[config.mk]
export PLATFORM = sky130hd
export DESIGN_NAME = pollard_rho_factor
export DESIGN_NICKNAME = d
export VERILOG_FILES = /design/src/rtl/core/prf_pkg.sv /design/src/rtl/core/prf_datapath.sv /design/src/rtl/core/prf_ctrl.sv /design/src/rtl/core/pollard_rho_factor.sv
export SDC_FILE = /design/constraint.sdc
export NUM_CORES = 2
export LEC_CHECK = 0
export BUFFER_PORTS_ARGS = -buffer_cell sky130_fd_sc_hd__buf_2
export CAP_MARGIN = 0
export CORE_MARGIN = 2
export CORE_UTILIZATION = 47
export CTS_BUF_LIST = sky130_fd_sc_hd__clkbuf_2 sky130_fd_sc_hd__clkbuf_4 sky130_fd_sc_hd__clkbuf_8
export CTS_CLUSTER_DIAMETER = 150
export DETAILED_ROUTE_END_ITERATION = 12
export PLACE_DENSITY_LB_ADDON = 0.1
export SETUP_SLACK_MARGIN = 0.02
export SLEW_MARGIN = 0
export SYNTH_ARGS = -nofsm -noshare
export SYNTH_HDL_FRONTEND = slang
export SYNTH_HIERARCHICAL = 1
export SYNTH_SLANG_ARGS = --single-unit
[constraint.sdc]
create_clock -name clk -period 24.2 [get_ports clk]
set_input_delay 0 -clock clk [delete_from_list [all_inputs] [get_ports clk]]
set_output_delay 0 -clock clk [all_outputs]
set_load 0.01 [all_outputs]
[src/rtl/core/prf_pkg.sv]
// Package for the Pollard rho factor unit: status codes and controller/datapath command types.
// No dependencies.
`timescale 1ns / 1ps
`default_nettype none
package prf_pkg;

  localparam logic [1:0] ST_FOUND = 2'd0;
  localparam logic [1:0] ST_FAIL  = 2'd1;
  localparam logic [1:0] ST_SMALL = 2'd2;

  localparam int unsigned LOW_BOUND   = 100;
  localparam int unsigned START_VALUE = 2;

  // Datapath operations requested by the controller.
  typedef enum logic [2:0] {
    OP_LOAD  = 3'd0,  // take N, set x = y = 2
    OP_SQX   = 3'd1,  // x = x*x + 1 mod N
    OP_SQY   = 3'd2,  // y = y*y + 1 mod N
    OP_GINIT = 3'd3,  // a = N, b = |x - y|
    OP_GSTEP = 3'd4   // not acted on by the datapath; the gcd steps run on their own after OP_GINIT
  } prf_op_t;

  typedef struct packed {
    logic    start;
    prf_op_t op;
  } prf_cmd_t;

  typedef struct packed {
    logic busy;      // a multi-cycle operation is running
    logic too_small; // N below the lower bound
    logic gcd_done;  // gcd finished
    logic gcd_one;   // result equals one
    logic gcd_n;     // result equals N
  } prf_sts_t;

endpackage
`default_nettype wire

[src/rtl/core/prf_datapath.sv]
// Datapath of the Pollard rho factor unit: shift-and-add modular squaring and binary gcd.
// Depends on prf_pkg.
`timescale 1ns / 1ps
`default_nettype none
module prf_datapath import prf_pkg::*; #(
  parameter int WIDTH = 64
) (
  input  wire logic             clk,
  input  wire logic             rst_n,
  input  wire prf_cmd_t         cmd,
  input  wire logic [WIDTH-1:0] n_in,
  output prf_sts_t              sts,
  output logic [WIDTH-1:0]      gcd_out
);

  localparam int CW = $clog2(WIDTH + 1);
  localparam int IW = $clog2(WIDTH);

  logic [WIDTH-1:0] n_r, x_r, y_r, a_r, b_r, acc_r, src_r;
  logic [CW-1:0]    cnt_r, sh_r;
  logic             mbusy_r, tgt_y_r, inc_r, gbusy_r;

  // One step of the shift-and-add product: acc = 2*acc (+ src) mod N.
  logic [WIDTH:0]   dbl, dbl_m, ad, ad_m;
  logic [WIDTH-1:0] dblr, step_v;
  logic [WIDTH:0]   inc_s;
  logic [WIDTH-1:0] inc_v;
  logic [CW-1:0]    cnt_m1;
  logic [IW-1:0]    bidx;

  always_comb begin
    dbl    = {acc_r, 1'b0};
    dbl_m  = dbl - {1'b0, n_r};
    dblr   = dbl_m[WIDTH] ? dbl[WIDTH-1:0] : dbl_m[WIDTH-1:0];
    ad     = {1'b0, dblr} + {1'b0, src_r};
    ad_m   = ad - {1'b0, n_r};
    cnt_m1 = cnt_r - CW'(1);
    bidx   = cnt_m1[IW-1:0];
    if (src_r[bidx]) begin
      step_v = ad_m[WIDTH] ? ad[WIDTH-1:0] : ad_m[WIDTH-1:0];
    end else begin
      step_v = dblr;
    end
    inc_s = {1'b0, acc_r} + {{WIDTH{1'b0}}, 1'b1};
    inc_v = (inc_s == {1'b0, n_r}) ? '0 : inc_s[WIDTH-1:0];
  end

  // Binary gcd step on (a, b) with common shift count.
  logic [WIDTH-1:0] gdiff;
  assign gdiff = (a_r > b_r) ? a_r - b_r : b_r - a_r;

  always_ff @(posedge clk) begin
    if (!rst_n) begin
      mbusy_r <= 1'b0;
      gbusy_r <= 1'b0;
      inc_r   <= 1'b0;
    end else begin
      if (cmd.start) begin
        case (cmd.op)
          OP_LOAD: begin
            n_r <= n_in;
            x_r <= WIDTH'(START_VALUE);
            y_r <= WIDTH'(START_VALUE);
          end
          OP_SQX, OP_SQY: begin
            src_r   <= (cmd.op == OP_SQY) ? y_r : x_r;
            tgt_y_r <= (cmd.op == OP_SQY);
            acc_r   <= '0;
            cnt_r   <= CW'(WIDTH);
            mbusy_r <= 1'b1;
          end
          OP_GINIT: begin
            a_r     <= n_r;
            b_r     <= (x_r > y_r) ? x_r - y_r : y_r - x_r;
            sh_r    <= '0;
            gbusy_r <= 1'b1;
          end
          default: begin
          end
        endcase
      end
      if (mbusy_r) begin
        if (inc_r) begin
          inc_r   <= 1'b0;
          mbusy_r <= 1'b0;
          if (tgt_y_r) y_r <= inc_v;
          else x_r <= inc_v;
        end else begin
          acc_r <= step_v;
          cnt_r <= cnt_m1;
          if (cnt_r == CW'(1)) inc_r <= 1'b1;
        end
      end
      if (gbusy_r) begin
        if (b_r == '0) begin
          a_r     <= a_r << sh_r;
          gbusy_r <= 1'b0;
        end else if (a_r == '0) begin
          a_r <= b_r;
          b_r <= '0;
        end else if (!a_r[0] && !b_r[0]) begin
          a_r  <= a_r >> 1;
          b_r  <= b_r >> 1;
          sh_r <= sh_r + CW'(1);
        end else if (!a_r[0]) begin
          a_r <= a_r >> 1;
        end else if (!b_r[0]) begin
          b_r <= b_r >> 1;
        end else if (a_r > b_r) begin
          a_r <= gdiff;
        end else begin
          b_r <= gdiff;
        end
      end
    end
  end

  assign sts.busy      = mbusy_r | gbusy_r;
  assign sts.too_small = (n_r < WIDTH'(LOW_BOUND));
  assign sts.gcd_done  = !gbusy_r;
  assign sts.gcd_one   = (a_r == WIDTH'(1));
  assign sts.gcd_n     = (a_r == n_r);
  assign gcd_out       = a_r;

endmodule
`default_nettype wire

[src/rtl/core/prf_ctrl.sv]
// Controller of the Pollard rho factor unit: sequences rounds and drives the handshakes.
// Depends on prf_pkg.
`timescale 1ns / 1ps
`default_nettype none
module prf_ctrl import prf_pkg::*; (
  input  wire logic     clk,
  input  wire logic     rst_n,
  input  wire logic     in_valid,
  output logic          in_ready,
  output logic          out_valid,
  input  wire logic     out_ready,
  input  wire prf_sts_t sts,
  output prf_cmd_t      cmd,
  output logic [1:0]    res_status,
  output logic          res_take
);

  typedef enum logic [7:0] {
    S_IDLE  = 8'b0000_0001,
    S_CHECK = 8'b0000_0010,
    S_SQX   = 8'b0000_0100,
    S_SQY1  = 8'b0000_1000,
    S_SQY2  = 8'b0001_0000,
    S_GCD   = 8'b0010_0000,
    S_WAIT  = 8'b0100_0000,
    S_OUT   = 8'b1000_0000
  } state_t;

  state_t state_r, state_nxt;
  logic   launched_r, launched_nxt;
  logic [1:0] status_r, status_nxt;

  always_comb begin
    state_nxt    = state_r;
    launched_nxt = launched_r;
    status_nxt   = status_r;
    cmd          = '{start: 1'b0, op: OP_LOAD};
    res_take     = 1'b0;
    in_ready     = (state_r == S_IDLE);
    out_valid    = (state_r == S_OUT);
    case (state_r)
      S_IDLE: begin
        if (in_valid) begin
          cmd       = '{start: 1'b1, op: OP_LOAD};
          state_nxt = S_CHECK;
        end
      end
      S_CHECK: begin
        launched_nxt = 1'b0;
        if (sts.too_small) begin
          status_nxt = ST_SMALL;
          state_nxt  = S_OUT;
        end else begin
          state_nxt = S_SQX;
        end
      end
      S_SQX, S_SQY1, S_SQY2, S_GCD: begin
        if (!launched_r) begin
          cmd.start    = 1'b1;
          cmd.op       = (state_r == S_SQX)  ? OP_SQX :
                         (state_r == S_GCD)  ? OP_GINIT : OP_SQY;
          launched_nxt = 1'b1;
        end else if (!sts.busy) begin
          launched_nxt = 1'b0;
          case (state_r)
            S_SQX:   state_nxt = S_SQY1;
            S_SQY1:  state_nxt = S_SQY2;
            S_SQY2:  state_nxt = S_GCD;
            default: state_nxt = S_WAIT;
          endcase
        end
      end
      S_WAIT: begin
        if (!sts.gcd_one) begin
          status_nxt = sts.gcd_n ? ST_FAIL : ST_FOUND;
          state_nxt  = S_OUT;
        end else begin
          state_nxt = S_SQX;
        end
      end
      S_OUT: begin
        res_take = 1'b1;
        if (out_ready) state_nxt = S_IDLE;
      end
      default: state_nxt = S_IDLE;
    endcase
  end

  always_ff @(posedge clk) begin
    if (!rst_n) begin
      state_r    <= S_IDLE;
      launched_r <= 1'b0;
      status_r   <= ST_SMALL;
    end else begin
      state_r    <= state_nxt;
      launched_r <= launched_nxt;
      status_r   <= status_nxt;
    end
  end

  assign res_status = status_r;

endmodule
`default_nettype wire

[src/rtl/core/pollard_rho_factor.sv]
// Top level of the Pollard rho factor unit: joins controller and datapath.
// Depends on prf_pkg, prf_ctrl and prf_datapath.
//
// Usage: the input channel (in_valid, in_ready, in_n_value) takes one candidate N
// per transfer; only the low WIDTH bits are used. The result channel (out_valid,
// out_ready, out_status, out_factor) returns one result per candidate.
// Status 0 means a factor was found, 1 means the gcd reached N (primes end so),
// 2 means N was below 100; the factor is zero unless status is 0.
// One item is worked on at a time. Each round performs three modular squarings
// on a shift-and-add unit, then a binary gcd, and the item takes about sqrt(p)
// rounds for smallest factor p. Candidates below 100 skip the rounds: the
// controller goes from S_CHECK straight to S_OUT after the input transfer.
// Reset (rst_n low, synchronous) returns the controller to idle and drops any
// item in flight. When the receiver stalls, the result is held on the output
// ports and no new candidate is taken until the result transfer completes.
`timescale 1ns / 1ps
`default_nettype none
module pollard_rho_factor import prf_pkg::*; #(
  parameter int WIDTH = 64
) (
  input  wire logic        clk,
  input  wire logic        rst_n,
  input  wire logic        in_valid,
  output logic             in_ready,
  input  wire logic [63:0] in_n_value,
  output logic             out_valid,
  input  wire logic        out_ready,
  output logic [1:0]       out_status,
  output logic [63:0]      out_factor
);

  prf_cmd_t         cmd;
  prf_sts_t         sts;
  logic [WIDTH-1:0] gcd_val;
  logic [1:0]       res_status;
  logic             res_take;

  prf_ctrl u_ctrl (
    .clk        (clk),
    .rst_n      (rst_n),
    .in_valid   (in_valid),
    .in_ready   (in_ready),
    .out_valid  (out_valid),
    .out_ready  (out_ready),
    .sts        (sts),
    .cmd        (cmd),
    .res_status (res_status),
    .res_take   (res_take)
  );

  prf_datapath #(.WIDTH(WIDTH)) u_dp (
    .clk     (clk),
    .rst_n   (rst_n),
    .cmd     (cmd),
    .n_in    (in_n_value[WIDTH-1:0]),
    .sts     (sts),
    .gcd_out (gcd_val)
  );

  // The factor is only meaningful for a found status.
  assign out_status = res_status;
  assign out_factor = (res_take && res_status == ST_FOUND) ? 64'(gcd_val) : 64'd0;

  // No new candidate is taken while a result is on offer.
  a_excl: assert property (@(posedge clk) disable iff (!rst_n) !(in_ready && out_valid))
    else $error("input and output offered together");

  // A found factor is never one or zero.
  a_fact: assert property (@(posedge clk) disable iff (!rst_n)
    (out_valid && out_status == ST_FOUND) |-> (out_factor != 64'd1 && out_factor != 64'd0))
    else $error("trivial factor reported");

  // A stalled result holds its status.
  a_hold: assert property (@(posedge clk) disable iff (!rst_n)
    (out_valid && !out_ready) |=> (out_valid && $stable(out_status)))
    else $error("result changed under stall");

endmodule
`default_nettype wire

Yosys cells after proc, flatten, opt, wreduce, memory -nomap -nowiden
Cells that the tools add are included.
{ "totals": {"output_inout_bits": 68, "reg_bits": 477, "input_bits": 68, "wordCells": 152} }
{ "classes": {"reduce_logical": 16, "n_eq_ne": 21, "shift": 1, "n_addsub": 10, "order_cmp": 4, "n_mux": 83, "n_bitwise": 1} }
{ "ops": {"columns": ["cell", "n"], "rows": [
  ["64-bit two-way mux", 40],
  ["64-bit subtractor", 4],
  ["65-bit by 64-bit subtractor with 65-bit output", 2],
  ["64-bit > comparator", 2],
  ["64-bit zero test", 2],
  ["7-bit two-way mux", 10],
  ["64-bit by 1-bit adder with 65-bit output (second input constant)", 1],
  ["64-bit by 64-bit adder with 65-bit output", 1],
  ["65-bit by 64-bit == test with 1-bit output", 1],
  ["64-bit by 1-bit == test with 1-bit output (second input constant)", 1],
  ["64-bit == test", 1],
  ["64-bit by 7-bit less-than comparator with 1-bit output (second input constant)", 1],
  ["64-bit by 7-bit left shift with 64-bit output", 1],
  ["8-bit two-way mux", 6],
  ["8-bit one-hot mux with 5 select lines", 1],
  ["7-bit one-hot mux with 3 select lines", 1],
  ["1-bit two-way mux", 16],
  ["3-bit AND reduction", 3],
  ["8-bit by 1-bit == test with 1-bit output (second input constant)", 1],
  ["8-bit by 2-bit == test with 1-bit output (second input constant)", 1],
  ["8-bit by 3-bit == test with 1-bit output (second input constant)", 1],
  ["8-bit by 4-bit == test with 1-bit output (second input constant)", 1],
  ["8-bit by 5-bit == test with 1-bit output (second input constant)", 1],
  ["8-bit by 6-bit == test with 1-bit output (second input constant)", 1],
  ["other kinds (26)", 36]
]} }

Logic depth before layout (Yosys ltp)
{ "logic_depth": {"depth_word": 15, "depth_mapped": 40, "ltp_nobuf": 35} }

By module
Netlist, hierarchy kept.
{ "by_module_without_submodules": {"columns": ["mod", "instances", "seq_area_each_um2", "cells_per_inst", "area_per_inst_um2"], "rows": [
  ["prf_datapath", 1, 13963.4, 7384, 58426.0],
  ["pollard_rho_factor", 1, 0.0, 85, 855.8],
  ["prf_ctrl", 1, 220.2, 91, 729.4]
]} }

Worst setup path before layout
No wires, ideal clock.
{ "synth_timing": {"kind": "flip-flop to flip-flop", "startpoint": "register u_dp.n_r[1]", "endpoint": "register u_dp.acc_r[15] (data pin)", "synth_period_minus_slack_ns": 8.790, "stages_incl_launch_ff": 35, "arrival_ns": 8.529, "setup_slack_ns": 15.410, "cell_sequence": "edfxtp_1 inv_1 fa_1 a21o_1 a2bb2oi_1 a21oi_1 a31oi_1 o211ai_1 a21o_1 a311oi_2 clkbuf_1 mux2_2 ha_1 a211oi_1 nand2_1 a211oi_1 o211ai_1 o21a_1 a21o_1 a21boi_0 o21ai_0 xor2_1 ha_1 clkbuf_1 a21o_1 a221oi_1 o21ai_0 a21o_1 a221oi_1 nand2_1 a21oi_1 xor2_1 clkbuf_1 a21oi_1 a221o_1"} }
{ "synth_between": {"elab_chain_cells": 8} }
{ "synth_rtl": {"columns": ["element", "line", "text"], "rows": [
  ["start, declared", "prf_datapath.sv:19", "logic [WIDTH-1:0] n_r, x_r, y_r, a_r, b_r, acc_r, src_r;"],
  ["start signal, assigned", "prf_datapath.sv:61", "n_r <= n_in;"],
  ["65-bit by 64-bit subtractor with 65-bit output", "prf_datapath.sv:33", "dbl_m = dbl - {1'b0, n_r};"],
  ["64-bit two-way mux", "prf_datapath.sv:34", "dblr = dbl_m[WIDTH] ? dbl[WIDTH-1:0] : dbl_m[WIDTH-1:0];"],
  ["64-bit by 64-bit adder with 65-bit output", "prf_datapath.sv:35", "ad = {1'b0, dblr} + {1'b0, src_r};"],
  ["65-bit by 64-bit subtractor with 65-bit output", "prf_datapath.sv:36", "ad_m = ad - {1'b0, n_r};"],
  ["64-bit two-way mux", "prf_datapath.sv:40", "step_v = ad_m[WIDTH] ? ad[WIDTH-1:0] : ad_m[WIDTH-1:0];"],
  ["64-bit two-way mux *", "prf_datapath.sv:39", "if (src_r[bidx]) begin"],
  ["64-bit two-way mux *", "prf_datapath.sv:83", "if (inc_r) begin"],
  ["64-bit two-way mux *", "prf_datapath.sv:82", "if (mbusy_r) begin"],
  ["end signal, assigned", "prf_datapath.sv:89", "acc_r <= step_v;"],
  ["end, declared", "prf_datapath.sv:19", null]
]} }
Mark *: on every way between the ends. The rest lies on a longest branch, timed or not.
A chain may end at the register's enable or synchronous reset.

Final worst setup path
{ "layout_timing": {"startpoint": "register u_dp.n_r[14]", "endpoint": "register u_dp.acc_r[56] (data pin)"} }
The elaborated chain is that of the path after synthesis.

==> summary.md <==
| Metric | Value |
|---|---|
| Status | `finished, violations left` |
| Failing checks | `capacitance limit, slew limit` |
| Row Count | `131` |
| Post-Place Worst Slack | `12.08 ns` |
| Vias/cell | `6.83` |
| Clk pwr share | `between 20% and 30%` |
| Max Freq | `0.0817 GHz` |
| Syn avg cell area | `7.94 um2` |
| Hold Crit Class | `in -> reg` |
| Async set or reset register ratio after synthesis | `0%` |
| Layout cells sized above 1 | `8.73%` |
| Area delta synth->final | `8.85%` |
| Switching Share | `46.5%` |
| Worst-margin pin slew | `1.50 ns` |
| Initial antenna violation count | `14` |
| Final hold slack | `0.0924 ns` |
| Final Setup Violations | `0` |
| IO Port Bufs | `135` |
| Static Leakage | `26.5 nW` |
| Routability cong. | `about 1.1` |
| Root Buffer | `clkbuf_8` |
| CTS tree | `yes` |
| Setup skew after layout | `a little under 0.07 ns` |
| Biggest area consumer among synthesized cells | `edfxtp_1` |
| Layout fillers | `12600` |
| Clk_lat worst skew | `0.85 ns` |
| Die Y | `roughly 360 um` |
| Syn Inst Count | `7560` |
| Cell Int Power | `2.40 mW` |
| Most frequent cells in the layout | `nand2_1 (807), a21oi_1 (755), o21ai_0 (550)` |
| Mapped Area | `0.0600 mm2` |
| CP max stage delay | `between 0.8 and 0.9 ns` |
| CTS buffer count | `96` |
| Req. time, crit path | `24.78 ns` |
| Most common cell after layout, fill and taps aside | `nand2_1` |
| DR vias | `63500` |
| Placed cell area | `0.0617 mm2` |
| Initial core utilization | `47.2%` |
| Relative slew slack | `-0.777%` |
| Die area | `around 0.13 mm2` |
| Post-route setup TNS | `0 ns` |
| CP dominant cell by count | `a21o_1` |
| Number of max-cap violations | `1` |
| Die W | `between 300 and 400 um` |
| Ports | `136` |
| Syn. warnings | `6` |
| Max-slew violations | `1` |
| CTS Buffer Depth | `3` |
| CTS Sinks | `approximately 480` |
| Period utilisation layout | `50.6%` |
| Number of global-route vias before repair | `59400` |
| Final Power | `4.49 mW` |
| Crit Path Category | `reg -> reg` |
| Post-DP HPWL | `227 mm` |
| Detailed Routing Iterations Pass 1 | `9` |
| CP arrival | `approximately 13 ns` |
| Register area share after synthesis | `23.6%` |
| Overall Global Routing Usage | `about 43%` |
| Crit start category | `flip-flop` |
| Total Routed Length | `290 mm` |
| Worst path buffer plus inverter count | `4` |
| First-pass GRT wire length | `410 mm` |
| Post-Syn Nets | `8085` |
| Antenna Nets Post-Route | `0` |
| CP endpoint kind | `flip-flop` |
| Synth top area share | `23.2%` |
| Sequential share of power | `between 20% and 30%` |
| Initial drt markers | `8630` |
| Largest net degree at the start of global routing | `77` |
| RSZ-0062 raised after global routing | `false` |
| Maximum vdd ir drop | `0.123 mV` |
| Ys flop type | `edfxtp_1` |
| Core area | `0.127 mm2` |
| Psw | `2.09 mW` |
| Number of flops mapped to enable cells by yosys | `463` |
| Final instance area | `roughly 0.065 mm2` |
| Drc violations | `0` |
| Clock input transition at the sequential cells of the worst setup and hold paths | `~0.070 ns` |
| Power Density | `68.7 mW/mm2` |
| Drt wl/cell | `31.2 um` |
| Final hold vios | `0` |
| Post-CTS Setup Bufs | `0` |
| Top area cells in the synthesized netlist | `edfxtp_1 (23%), ha_1 (9.4%), a21oi_1 (6.3%), nand2_1 (5.0%), xnor2_1 (4.8%)` |
| Cell variety after synth | `106` |
| Delay-heaviest family, CP | `compound AO/OA/AOI/OAI gates` |
| Final WS setup | `between 10 and 15 ns` |
| CP Max Fanout | `73` |
| Fin nets | `~8000` |
| Worst path slowest cell | `edfxtp_1` |
| GRT overflow | `0` |
| Synth Register Bits | `477` |
| Logic pwr share | `52.7%` |
| H-tree depth | `3` |
| Final Critical Period | `12.24 ns` |
[what timing repair did]
item                                   4_1_cts  5_1_grt
endpoints found under the hold margin      126        0
hold buffers                               133        0
resized for setup                            0        0
[logic make-up (layout without fill, tap and decap cells)]
logic type / count (synthesis) / after routing / synth area share [%]
buffers and inverters: 979 / 1045 / 6.60
DFF: 477 / 477 / 23.6
and+or+nand+nor: 2199 / 2199 / 17.7
xor gates and xnor gates: 544 / 544 / 8.17
AOI/OAI and AO/OA: 2614 / 2614 / 27.9
other: 1 / 9 / 0.00625
muxes: 289 / 289 / 6.42
adders and majority gates: 457 / 457 / 9.62
[synthesized netlist by cell type, drive strengths merged (125+ instances only)]
cell	instances
a21o	236
a21oi	758
clkbuf	393
edfxtp	463
ha	450
inv	465
mux2i	152
nand2	807
nand3	134
nand4	146
nor2	501
nor3	125
o21ai	561
o21bai	135
o22ai	166
xnor2	328
xor2	206
[power by group through the flow]
stage | Sequential, mW | Clock [mW] | Combinational, mW
after global routing | 1.09 | 1.07 | 2.51
after floorplan | 1.05 | 0 | 1.57
final | 1.09 | 1.04 | 2.37
after CTS | 1.08 | 1.04 | 2.28
after global placement | 1.09 | 0 | 2.26
after detailed placement | 1.10 | 0 | 2.25
[per-stage QoR]
stage               utilization [%]  instances
floorplan                         -       7560
global placement               48.5       8974
detailed placement             48.5       8974
CTS                            51.3       9287
global route                   51.3       9289
finish                         51.4       9296
[per-layer routing]
layer	global-route usage [%]	part of all wire, %
met1	55.0	39
met2	65.2	43
met3	8.07	10
met4	27.2	7.4
met5	0	0.021
[area by class of cell]
cell class / count / area, um2 / area share, %
clock buffer: 113 / 1460 / 2.23
inverter: 467 / 1750 / 2.68
timing repair buffer: 398 / 2990 / 4.58
clock inverter: 67 / 800 / 1.22
tap: 1662 / 2080 / 3.18
sequential: 477 / 14200 / 21.7
antenna: 8 / 20.0 / 0.0306
multi-input combinational: 6104 / 42000 / 64.4
[sequential cells by signal, summed over array words and instances, names as in the netlist, 8 cells and up]
signal	flops
u_dp/y_r	64
u_dp/b_r	64
u_dp/acc_r	64
u_dp/x_r	64
u_dp/n_r	64
u_dp/gcd_out	64
u_dp/src_r	64
u_ctrl/state_r	8
[worst paths after layout]
kind	from	slack, ns	cells after the start	endpoint
setup / recovery	u_dp/n_r[14]$_DFFE_PP_	11.96	34	u_dp/acc_r[56]$_DFFE_PP_
hold / removal	out_ready	0.09	4	u_ctrl/state_r[7]$_SDFFE_PN0P_
hold reg to reg	u_dp/inc_r$_SDFFE_PN0P_	0.53	2	u_dp/inc_r$_SDFFE_PN0P_
setup reg to reg	u_dp/n_r[14]$_DFFE_PP_	11.96	34	u_dp/acc_r[56]$_DFFE_PP_
[tightest hold or removal path, delay by kind of cell]
kind | cells | cell delay [ns]
AOI/OAI and AO/OA | 1 | 0.16
and+or+nand+nor | 1 | 0.06
buffers and inverters | 2 | 0.66
No activity file was read; power rests on OpenSTA's default activity.
